## config.mk

```make
export PLATFORM = sky130hd
export DESIGN_NAME = rtpm_cell
export DESIGN_NICKNAME = d
export VERILOG_FILES = /design/src/rtl/rtpm_pkg.sv /design/src/rtl/rtpm_cell.sv
export SDC_FILE = /design/constraint.sdc
export NUM_CORES = 1
export LEC_CHECK = 0
export ABC_AREA = 0
export BUFFER_PORTS_ARGS = -buffer_cell sky130_fd_sc_hd__buf_4
export CORE_UTILIZATION = 54
export CTS_BUF_LIST = sky130_fd_sc_hd__clkbuf_4 sky130_fd_sc_hd__clkbuf_8
export DETAILED_ROUTE_END_ITERATION = 16
export PLACE_DENSITY = 0.82
export SYNTH_ARGS = -nofsm -noshare
export SYNTH_HDL_FRONTEND = slang
export SYNTH_SLANG_ARGS = --single-unit
```

## constraint.sdc

```tcl
create_clock -name clk -period 12 [get_ports clk]
set_input_delay 1.8 -clock clk [delete_from_list [all_inputs] [get_ports clk]]
set_output_delay 1.8 -clock clk [all_outputs]
set_load 0.05 [all_outputs]
```

## src/rtl/rtpm_pkg.sv

```systemverilog
// ----------------------------------------------------------------------------
// rtpm_pkg
// Shared types and codes of the route table: entry layout, the item token
// that walks the cell chain, command and status codes.
// ----------------------------------------------------------------------------
`default_nettype none

package rtpm_pkg;

  localparam int ADDR_W   = 32;
  localparam int METRIC_W = 8;
  localparam int FLAGS_W  = 3;
  localparam int IFACE_W  = 4;
  localparam int SLOT_W   = 4;
  localparam int STATUS_W = 2;

  localparam int IN_DATA_W  = 144;
  localparam int IN_USER_W  = 1;
  localparam int OUT_DATA_W = 56;

  typedef enum logic {
    CMD_INSERT = 1'b0,
    CMD_LOOKUP = 1'b1
  } cmd_t;

  typedef enum logic [STATUS_W-1:0] {
    ST_OK      = 2'd0,
    ST_NOROUTE = 2'd1,
    ST_FULL    = 2'd2
  } status_t;

  typedef struct packed {
    logic [ADDR_W-1:0]   net;
    logic [ADDR_W-1:0]   mask;
    logic [ADDR_W-1:0]   gw;
    logic [METRIC_W-1:0] metric;
    logic [FLAGS_W-1:0]  flags;
    logic [IFACE_W-1:0]  iface;
  } entry_t;

  typedef struct packed {
    logic [ADDR_W-1:0]   gw;
    logic [METRIC_W-1:0] metric;
    logic [FLAGS_W-1:0]  flags;
    logic [IFACE_W-1:0]  iface;
    logic [SLOT_W-1:0]   slot;
  } result_t;

  // carry.net holds the destination address on a lookup
  typedef struct packed {
    logic              active;
    cmd_t              cmd;
    logic              full;
    logic              done;
    logic              carry_valid;
    logic [SLOT_W-1:0] pos;
    entry_t            carry;
    result_t           res;
  } token_t;

endpackage

`default_nettype wire

```

## src/rtl/rtpm_cell.sv

```systemverilog
// ----------------------------------------------------------------------------
// rtpm_cell
// One table slot: holds an entry, matches a passing lookup, or takes a
// passing insert and hands the displaced entry to the next cell.
// ----------------------------------------------------------------------------
`default_nettype none

module rtpm_cell (
  input  wire logic            clk,
  input  wire logic            rst,
  input  wire logic            en,
  input  rtpm_pkg::token_t     tok_in,
  output rtpm_pkg::token_t     tok_out
);
  import rtpm_pkg::*;

  logic   valid;
  logic   valid_next;
  entry_t ent;
  entry_t ent_next;
  token_t tok_next;
  logic   hit;
  logic   take;

  always_comb begin
    tok_next   = tok_in;
    valid_next = valid;
    ent_next   = ent;
    hit  = valid && ((ent.mask & tok_in.carry.net) == (ent.mask & ent.net));
    take = tok_in.carry_valid &&
           (!valid || tok_in.done || (tok_in.carry.mask >= ent.mask));
    if (tok_in.active) begin
      if (tok_in.cmd == CMD_LOOKUP) begin
        if (!tok_in.done && hit) begin
          tok_next.done       = 1'b1;
          tok_next.res.gw     = ent.gw;
          tok_next.res.metric = ent.metric;
          tok_next.res.flags  = ent.flags;
          tok_next.res.iface  = ent.iface;
          tok_next.res.slot   = tok_in.pos;
        end
      end else if (take) begin
        valid_next           = 1'b1;
        ent_next             = tok_in.carry;
        tok_next.carry       = ent;
        tok_next.carry_valid = valid;
        if (!tok_in.done) begin
          tok_next.done     = 1'b1;
          tok_next.res.slot = tok_in.pos;
        end
      end
    end
    tok_next.pos = tok_in.pos + 1'b1;
  end

  always_ff @(posedge clk) begin
    if (rst) begin
      valid          <= 1'b0;
      tok_out.active <= 1'b0;
    end else if (en) begin
      valid   <= valid_next;
      ent     <= ent_next;
      tok_out <= tok_next;
    end
  end

endmodule

`default_nettype wire

```

==> results by group, run 1 <==
Setup path
  • Critical Path Fanout Max: 70
  • Capturing element type of the critical path: register
  • WP data arrival: 5.25 ns
  • Crit start category: input port
  • Data required time at the worst endpoint: 12.15 ns
  • Crit path kind: in2reg

CTS
  • Clock tree from TritonCTS: built
  • Number of buffers on the longest clock path: 3
  • Cts-stage hold buffer count: 0
  • Number of sinks driven by the clock tree: 283
  • Clk root buf: sky130_fd_sc_hd__clkbuf_8
  • Clock slew at the register clock pins of the worst setup and hold paths: 0.06 ns
  • Clock latency at the later pin of the worst-skew pair: 0.55 ns
  • Number of buffers inserted during clock tree synthesis: 45
  • Post-CTS Setup Repair Bufs: 0
  • Number of H-tree levels: 2
  • PostCTS Resize Cnt: 0

Placed design
  • Total half-perimeter wirelength after legalization and detailed placement: 20700 um
  • Routability Congestion: 0.832
  • I/O Buffers: 344
  • Placement-stage cell area: 14900 um^2

Cells and area
  • Combined area of the multi-input logic cells: 3270 um^2
  • Area taken by flip-flops and latches: 8480 um^2
  • Net count, final: 1265
  • Area growth from synthesis to final layout: 29.8%
  • Fraction of final layout cells sized beyond drive strength 1: 0.508
  • Final antenna diode count: 0
  • Area of all placed cells without fillers: 15700 um^2
  • # fillers: 1408

STA
  • Pin slew with the least headroom to its limit: 1.01 ns
  • Sum Neg Setup Slack: 0 ns
  • Clock tree skew after final layout: 0.0185 ns
  • Count of final max-slew check failures: 0
  • Tcrit/Tclk final: 0.425
  • Min cycle time layout: 5.10 ns
  • Relative slew slack: 0.327
  • Top achievable clock speed: 196 MHz
  • Number of hold violations in the final report: 0
  • Setup-violating endpoint count in the final report: 0
  • Setup repair after global routing missed its margin: false

Synth
  • Number of flops mapped to enable cells by yosys: 281
  • Synthesis warning total: 0
  • Synthesized netlist cell count: 683
  • Synthesized flop and latch total: 283
  • Cell Area, Synth: 12100 um^2
  • Share of synthesized flip-flops with an asynchronous set or reset: 0
  • Yosys cell types: 43
  • Synth Net Count: 890
  • Average cell area after synthesis: 17.8 um^2
  • Sequential cell area fraction in the yosys report: 0.699
  • Most used flip-flop cell after synthesis: sky130_fd_sc_hd__edfxtp_1

Route
  • Routed wire per std cell: 21.5 um
  • Routed wire length: 29500 um
  • Post-detailed-route via-to-cell ratio: 5.37
  • DRC errors left: 0
  • Number of DRC markers after the initial detailed-route iteration: 382
  • Routed via count: 7370
  • Remaining antenna violation count: 0
  • Drt first pass iters: 5

Power
  • Internal Dissipation: 1.68 mW
  • Total power divided by cell area: 143 nW/um^2
  • Switching component of the power: 0.568 mW
  • Relative contribution of the clock network to total power: 0.355
  • Sequential power share: 0.508
  • Leakage component of the power: 6.55 nW
  • Gate power share: 0.137
  • Power consumption: 2.25 mW
  • Maximum resistive drop on vdd: 0.104 mV
  • Fraction of power spent switching nets: 0.252

Floorplanning
  • Die Width: 152 um
  • Starting Density: 0.554
  • I/O Pins: 345
  • Placement row count: 54
  • Core footprint: 21900 um^2
  • Overall die area: 23100 um^2
  • Die Y: 152 um

Global routing
  • Total congestion overflow: 0
  • Vias in the first global route: 7602
  • Wire length of the first global-routing pass: 44100 um
  • Total routing usage reported by global routing: 0.250
  • Initial antenna violation count: 0
  • Pin count of the biggest net entering global routing: 146

Job
  • Maximum capacitance violations: 0

Run status
  • Status: completed

Worst hold path
  • HP Class: reg2reg
Yosys cell counts, types with 2 or more instances:
| cell type | number | area (um^2) |
|---|---|---|
| sky130_fd_sc_hd__buf_12 | 7 | 140 |
| sky130_fd_sc_hd__edfxtp_1 | 281 | 8440 |
| sky130_fd_sc_hd__buf_2 | 3 | 15.0 |
| sky130_fd_sc_hd__a21oi_1 | 11 | 55.1 |
| sky130_fd_sc_hd__o21ai_1 | 31 | 155 |
| sky130_fd_sc_hd__buf_6 | 6 | 67.6 |
| sky130_fd_sc_hd__ha_1 | 33 | 413 |
| sky130_fd_sc_hd__buf_1 | 3 | 11.3 |
| sky130_fd_sc_hd__o21ai_0 | 3 | 15.0 |
| sky130_fd_sc_hd__nand4_1 | 7 | 43.8 |
| sky130_fd_sc_hd__a2111oi_0 | 2 | 17.5 |
| sky130_fd_sc_hd__xor2_1 | 7 | 61.3 |
| sky130_fd_sc_hd__o21ai_2 | 2 | 17.5 |
| sky130_fd_sc_hd__nand3_1 | 6 | 30.0 |
| sky130_fd_sc_hd__xnor2_1 | 27 | 236 |
| sky130_fd_sc_hd__nor2_1 | 5 | 18.8 |
| sky130_fd_sc_hd__mux2_4 | 80 | 1200 |
| sky130_fd_sc_hd__nor4_1 | 3 | 18.8 |
| sky130_fd_sc_hd__mux2_2 | 51 | 574 |
| sky130_fd_sc_hd__inv_1 | 36 | 135 |
| sky130_fd_sc_hd__nand2b_1 | 2 | 12.5 |
| sky130_fd_sc_hd__a21o_1 | 2 | 15.0 |
| sky130_fd_sc_hd__nand2_1 | 39 | 146 |
| sky130_fd_sc_hd__o22ai_1 | 14 | 87.6 |
| sky130_fd_sc_hd__dfxtp_1 | 2 | 40.0 |
| sky130_fd_sc_hd__or4_1 | 2 | 15.0 |
| sky130_fd_sc_hd__nor3_1 | 2 | 10.0 |
layer usage:
layer | global-route usage | up-vias | routed length [um]
met5 | 0 | - | 0
met4 | 0.0824 | 0 | 775
met3 | 0.0796 | 55 | 2550
met2 | 0.431 | 320 | 15000
met1 | 0.298 | 3616 | 11100
li1 | - | 3379 | -
registers in the layout, summed over array words and instances, names as in the netlist:
register and count:
valid 1, ent 111, tok_out 171
logic make-up (layout without fill, tap and decap cells):
kind of cell / count (synthesis) / count (layout) / share of synthesized area
flops: 283 / 283 / 0.699
mux: 132 / 132 / 0.147
compound gates: 73 / 73 / 0.0355
simple gates: 71 / 71 / 0.0273
buf+inv: 57 / 466 / 0.0323
xor+xnor: 34 / 34 / 0.0246
fa+ha+maj: 33 / 33 / 0.0340
final timing paths:
path                                                start                        end  slack, ns  depth (start not counted)
worst max-delay path                          tok_in[112]          ent[95]$_DFFE_PP_       6.90                         10
worst min-delay path            tok_out[170]$_SDFFE_PP0P_  tok_out[170]$_SDFFE_PP0P_       0.53                          2
worst max register to register          ent[61]$_DFFE_PP_          ent[95]$_DFFE_PP_       7.87                         10
worst min register to register  tok_out[170]$_SDFFE_PP0P_  tok_out[170]$_SDFFE_PP0P_       0.53                          2
power groups by stage:
stage | sequential [mW] | clock [mW] | combinational, mW
after floorplan | 1.27 | 0 | 0.0838
after global placement | 1.16 | 0 | 0.302
after detailed placement | 1.16 | 0 | 0.309
after CTS | 1.14 | 0.813 | 0.310
after global routing | 1.15 | 0.853 | 0.323
final | 1.14 | 0.798 | 0.308
final cells by class:
cell class / instances / share of cell area
inverter: 36 / 0.00890
sequential: 283 / 0.539
multi-input combinational: 343 / 0.208
clock inverter: 19 / 0.00708
tap: 280 / 0.0223
clock buffer: 62 / 0.0479
timing repair buffer: 349 / 0.167
cells in the final DEF, fill, tap and decap left out, drive strengths merged, types with 3 or more instances in the layout:
master | Yosys | final
o21ai | 36 | 36
mux2 | 131 | 131
xnor2 | 27 | 27
nand3 | 6 | 6
clkbuf | 0 | 62
edfxtp | 281 | 281
nand4 | 7 | 7
nor2 | 5 | 5
clkinv | 0 | 17
o22ai | 14 | 14
buf | 21 | 349
a21oi | 11 | 11
xor2 | 7 | 7
nor4 | 3 | 3
nand2 | 39 | 39
inv | 36 | 37
ha | 33 | 33
stage by stage:
step,std cells,setup WS [ns],util,hold slack [ns]
6_report,1372,6.90,0.719,0.525
5_1_grt,1372,6.73,0.719,0.565
4_1_cts,1372,6.91,0.719,0.530
3_5_place_dp,1291,6.33,0.679,0.515
3_3_place_gp,1291,6.41,0.679,0.478
2_1_floorplan,683,3.03,-,0.479
worst max-delay path, stage by stage:
cell and delay [ns]:
sky130_fd_sc_hd__buf_4 0.12, sky130_fd_sc_hd__ha_1 0.31, sky130_fd_sc_hd__nand4_1 0.14, sky130_fd_sc_hd__or4_1 0.56
sky130_fd_sc_hd__or4_1 0.42, sky130_fd_sc_hd__a31oi_1 0.25, sky130_fd_sc_hd__o21ai_4 0.11, sky130_fd_sc_hd__nor2_4 0.10
sky130_fd_sc_hd__buf_4 0.49, sky130_fd_sc_hd__buf_4 0.86
No activity file was read; power rests on OpenSTA's default activity.
==> run 2: changes to the inputs <==
CORE_UTILIZATION = 49   (was 54)
PLACE_DENSITY = 0.79   (was 0.82)
clock period = 4.6 ns   (was 12 ns; I/O delays follow)
==> run 2 against run 1 <==
First-iteration DRC count rose by 9.4%. Clock power rose to 2.8 times the previous value. Final cell count rose by 3.9%. Routed wire length fell by 1.5%. Die area rose by 10%. Combinational power rose to 2.6 times the previous value. Critical endpoint is now tok_out[136]$_DFFE_PP_. Largest power group unchanged.
==> results by group, run 2 (synthesis gave the netlist of run 1 again) <==
Floorplanning
  • I/O Pins: 345 (unchanged)
  • Die Width: 159 um (was 152 um)
  • Die Y: 159 um (was 152 um)
  • Core footprint: 24300 um^2 (was 21900 um^2)
  • Overall die area: 25400 um^2 (was 23100 um^2)
  • Starting Density: 0.499 (was 0.554)
  • Placement row count: 57 (was 54)

STA
  • Pin slew with the least headroom to its limit: 0.901 ns (was 1.01 ns)
  • Min cycle time layout: 3.62 ns
  • Number of hold violations in the final report: 0 (unchanged)
  • Clock tree skew after final layout: 0.0182 ns (was 0.0185 ns)
  • Top achievable clock speed: 276 MHz
  • Relative slew slack: 0.398 (was 0.327)
  • Sum Neg Setup Slack: 0 ns (unchanged)
  • Setup-violating endpoint count in the final report: 0 (unchanged)
  • Count of final max-slew check failures: 0 (unchanged)
  • Worst Hold Slack: 0.320 ns (was 0.525 ns)
  • Tcrit/Tclk final: 0.788
  • Setup repair after global routing missed its margin: false (unchanged)

Global routing
  • Wire length of the first global-routing pass: 43300 um (was 44100 um)
  • Initial antenna violation count: 0 (unchanged)
  • Total routing usage reported by global routing: 0.225 (was 0.250)
  • Pin count of the biggest net entering global routing: 59 (was 146)
  • Total congestion overflow: 0 (unchanged)
  • Vias in the first global route: 7502 (was 7602)

CTS
  • Number of sinks driven by the clock tree: 283 (unchanged)
  • PostCTS Resize Cnt: 0 (unchanged)
  • Clock latency at the later pin of the worst-skew pair: 0.55 ns (about the same)
  • Number of H-tree levels: 2 (unchanged)
  • Post-CTS Setup Repair Bufs: 0 (unchanged)
  • Number of buffers on the longest clock path: 3 (unchanged)
  • Number of buffers inserted during clock tree synthesis: 46 (was 45)
  • Cts-stage hold buffer count: 0 (unchanged)
  • Clock tree from TritonCTS: built (unchanged)
  • Clk root buf: sky130_fd_sc_hd__clkbuf_8 (unchanged)
  • Clock slew at the register clock pins of the worst setup and hold paths: 0.06 ns (about the same)

Cells and area
  • Area growth from synthesis to final layout: 31.6% (was 29.8%)
  • Most frequent standard cell in the layout excluding fill and tap cells: sky130_fd_sc_hd__buf_4 (unchanged)
  • Net count, final: 1271 (was 1265)
  • Fraction of final layout cells sized beyond drive strength 1: 0.518 (was 0.508)
  • Leading registers by flop count: tok_out x171, ent x111, valid x1 (unchanged)
  • End-of-flow core utilization: 0.656 (was 0.719)
  • Finished Layout Cells: 1425 (was 1372)
  • Final antenna diode count: 0 (unchanged)
  • Flip-flop count of the largest register after layout: 171 (unchanged)
  • Largest register by flop count: tok_out (unchanged)
  • Most frequent cells in the layout: sky130_fd_sc_hd__buf_4 (351), sky130_fd_sc_hd__edfxtp_1 (281), sky130_fd_sc_hd__mux2_4 (80) (was sky130_fd_sc_hd__buf_4 (348), sky130_fd_sc_hd__edfxtp_1 (281), sky130_fd_sc_hd__mux2_4 (80))

Route
  • Remaining antenna violation count: 0 (unchanged)
  • Routed wire length: 29000 um (was 29500 um)
  • Top layer used by detailed routing: met4 (unchanged)
  • Routed via count: 7261 (was 7370)
  • Routed length on met1: 11300 um (was 11100 um)
  • Met2 WL: 14800 um (was 15000 um)
  • Post-detailed-route via-to-cell ratio: 5.10 (was 5.37)
  • Detail Route met3 WL: 2360 um (was 2550 um)
  • Drt first pass iters: 4 (was 5)
  • DRC errors left: 0 (unchanged)
  • Routed wire per std cell: 20.4 um (was 21.5 um)
  • Number of DRC markers after the initial detailed-route iteration: 418 (was 382)

Power
  • Power consumption: 6.00 mW (was 2.25 mW)
  • Total power divided by cell area: 376 nW/um^2 (was 143 nW/um^2)
  • Maximum resistive drop on vdd: 0.232 mV (was 0.104 mV)
  • Leakage component of the power: 6.61 nW (was 6.55 nW)

Job
  • Maximum capacitance violations: 0 (unchanged)

Worst hold path
  • Worst Hold Path Cells: 2 (unchanged)
  • HP Class: in2reg (was reg2reg)

Run status
  • Status: completed (unchanged)

Placed design
  • Total half-perimeter wirelength after legalization and detailed placement: 20800 um (was 20700 um)
  • Number of placed cells counting well taps: 1340 (was 1291)
  • Routability Congestion: 0.783 (was 0.832)
  • I/O Buffers: 344 (unchanged)

Setup path
  • Crit start category: register (was input port)
  • Cells on worst reg2reg path: 9 (was 10)
  • Critical Path Fanout Max: 48 (was 70)
  • Capturing element type of the critical path: register (unchanged)
  • WP data arrival: 3.92 ns (was 5.25 ns)
  • Register-to-register setup slack: 0.98 ns (was 7.87 ns)
  • Data required time at the worst endpoint: 4.90 ns (was 12.15 ns)
  • Crit path kind: reg2reg (was in2reg)
==> run 2: changes by cell type in the layout (fill, tap and decap cells not counted), sizes merged <==
cell      previous run  this run
clkinvlp             0         3
bufinv               1         2
clkinv              17        14
inv                 37        36
buf                349       354
clkbuf              62        66
==> run 2: cell type report <==
type	instances	area, um^2
tap	324	405
timing repair buffer	354	2700
clock buffer	66	796
fill	1689	8360
inverter	36	139
sequential	283	8480
clock inverter	19	149
multi-input combinational	343	3300
==> run 2: final timing paths <==
| check | startpoint | end |
|---|---|---|
| min | rst | tok_out[170]$_SDFFE_PP0P_ |
| min reg2reg | tok_out[170]$_SDFFE_PP0P_ | tok_out[170]$_SDFFE_PP0P_ |
| max | ent[75]$_DFFE_PP_ | tok_out[136]$_DFFE_PP_ |
| max reg2reg | ent[75]$_DFFE_PP_ | tok_out[136]$_DFFE_PP_ |
==> run 2: stage by stage <==
stage / setup WS (ns) / area, um^2
5_1_grt: 0.808 / 16000
3_5_place_dp: 0.574 / 15000
3_3_place_gp: 0.572 / 15000
4_1_cts: 0.904 / 16000
2_1_floorplan: 0.0103 / 12200
6_report: 0.975 / 16000
==> run 2: power by group <==
group / internal, mW / switching [mW] / total [mW] / leakage, nW
Combinational: 0.321 / 0.482 / 0.803 / 3.50
Sequential: 2.95 / 0.0309 / 2.98 / 2.62
Clock: 1.24 / 0.978 / 2.21 / 0.503
==> run 2: worst max-delay path: stages, from the launching register on <==
cell and delay, ns:
sky130_fd_sc_hd__edfxtp_1 0.35, sky130_fd_sc_hd__inv_1 0.18, sky130_fd_sc_hd__ha_1 0.27, sky130_fd_sc_hd__nand4_1 0.15
sky130_fd_sc_hd__nor3_1 0.12, sky130_fd_sc_hd__a221o_1 0.30, sky130_fd_sc_hd__o31a_1 0.28, sky130_fd_sc_hd__o21ai_4 0.62
sky130_fd_sc_hd__buf_4 0.72, sky130_fd_sc_hd__mux2_4 0.35
==> run 2: per-layer routing <==
metal  vias up  global-route usage
li1       3391                   -
met1      3545               0.269
met2       277               0.391
met3        48              0.0695
met4         0              0.0682
met5         -                   0
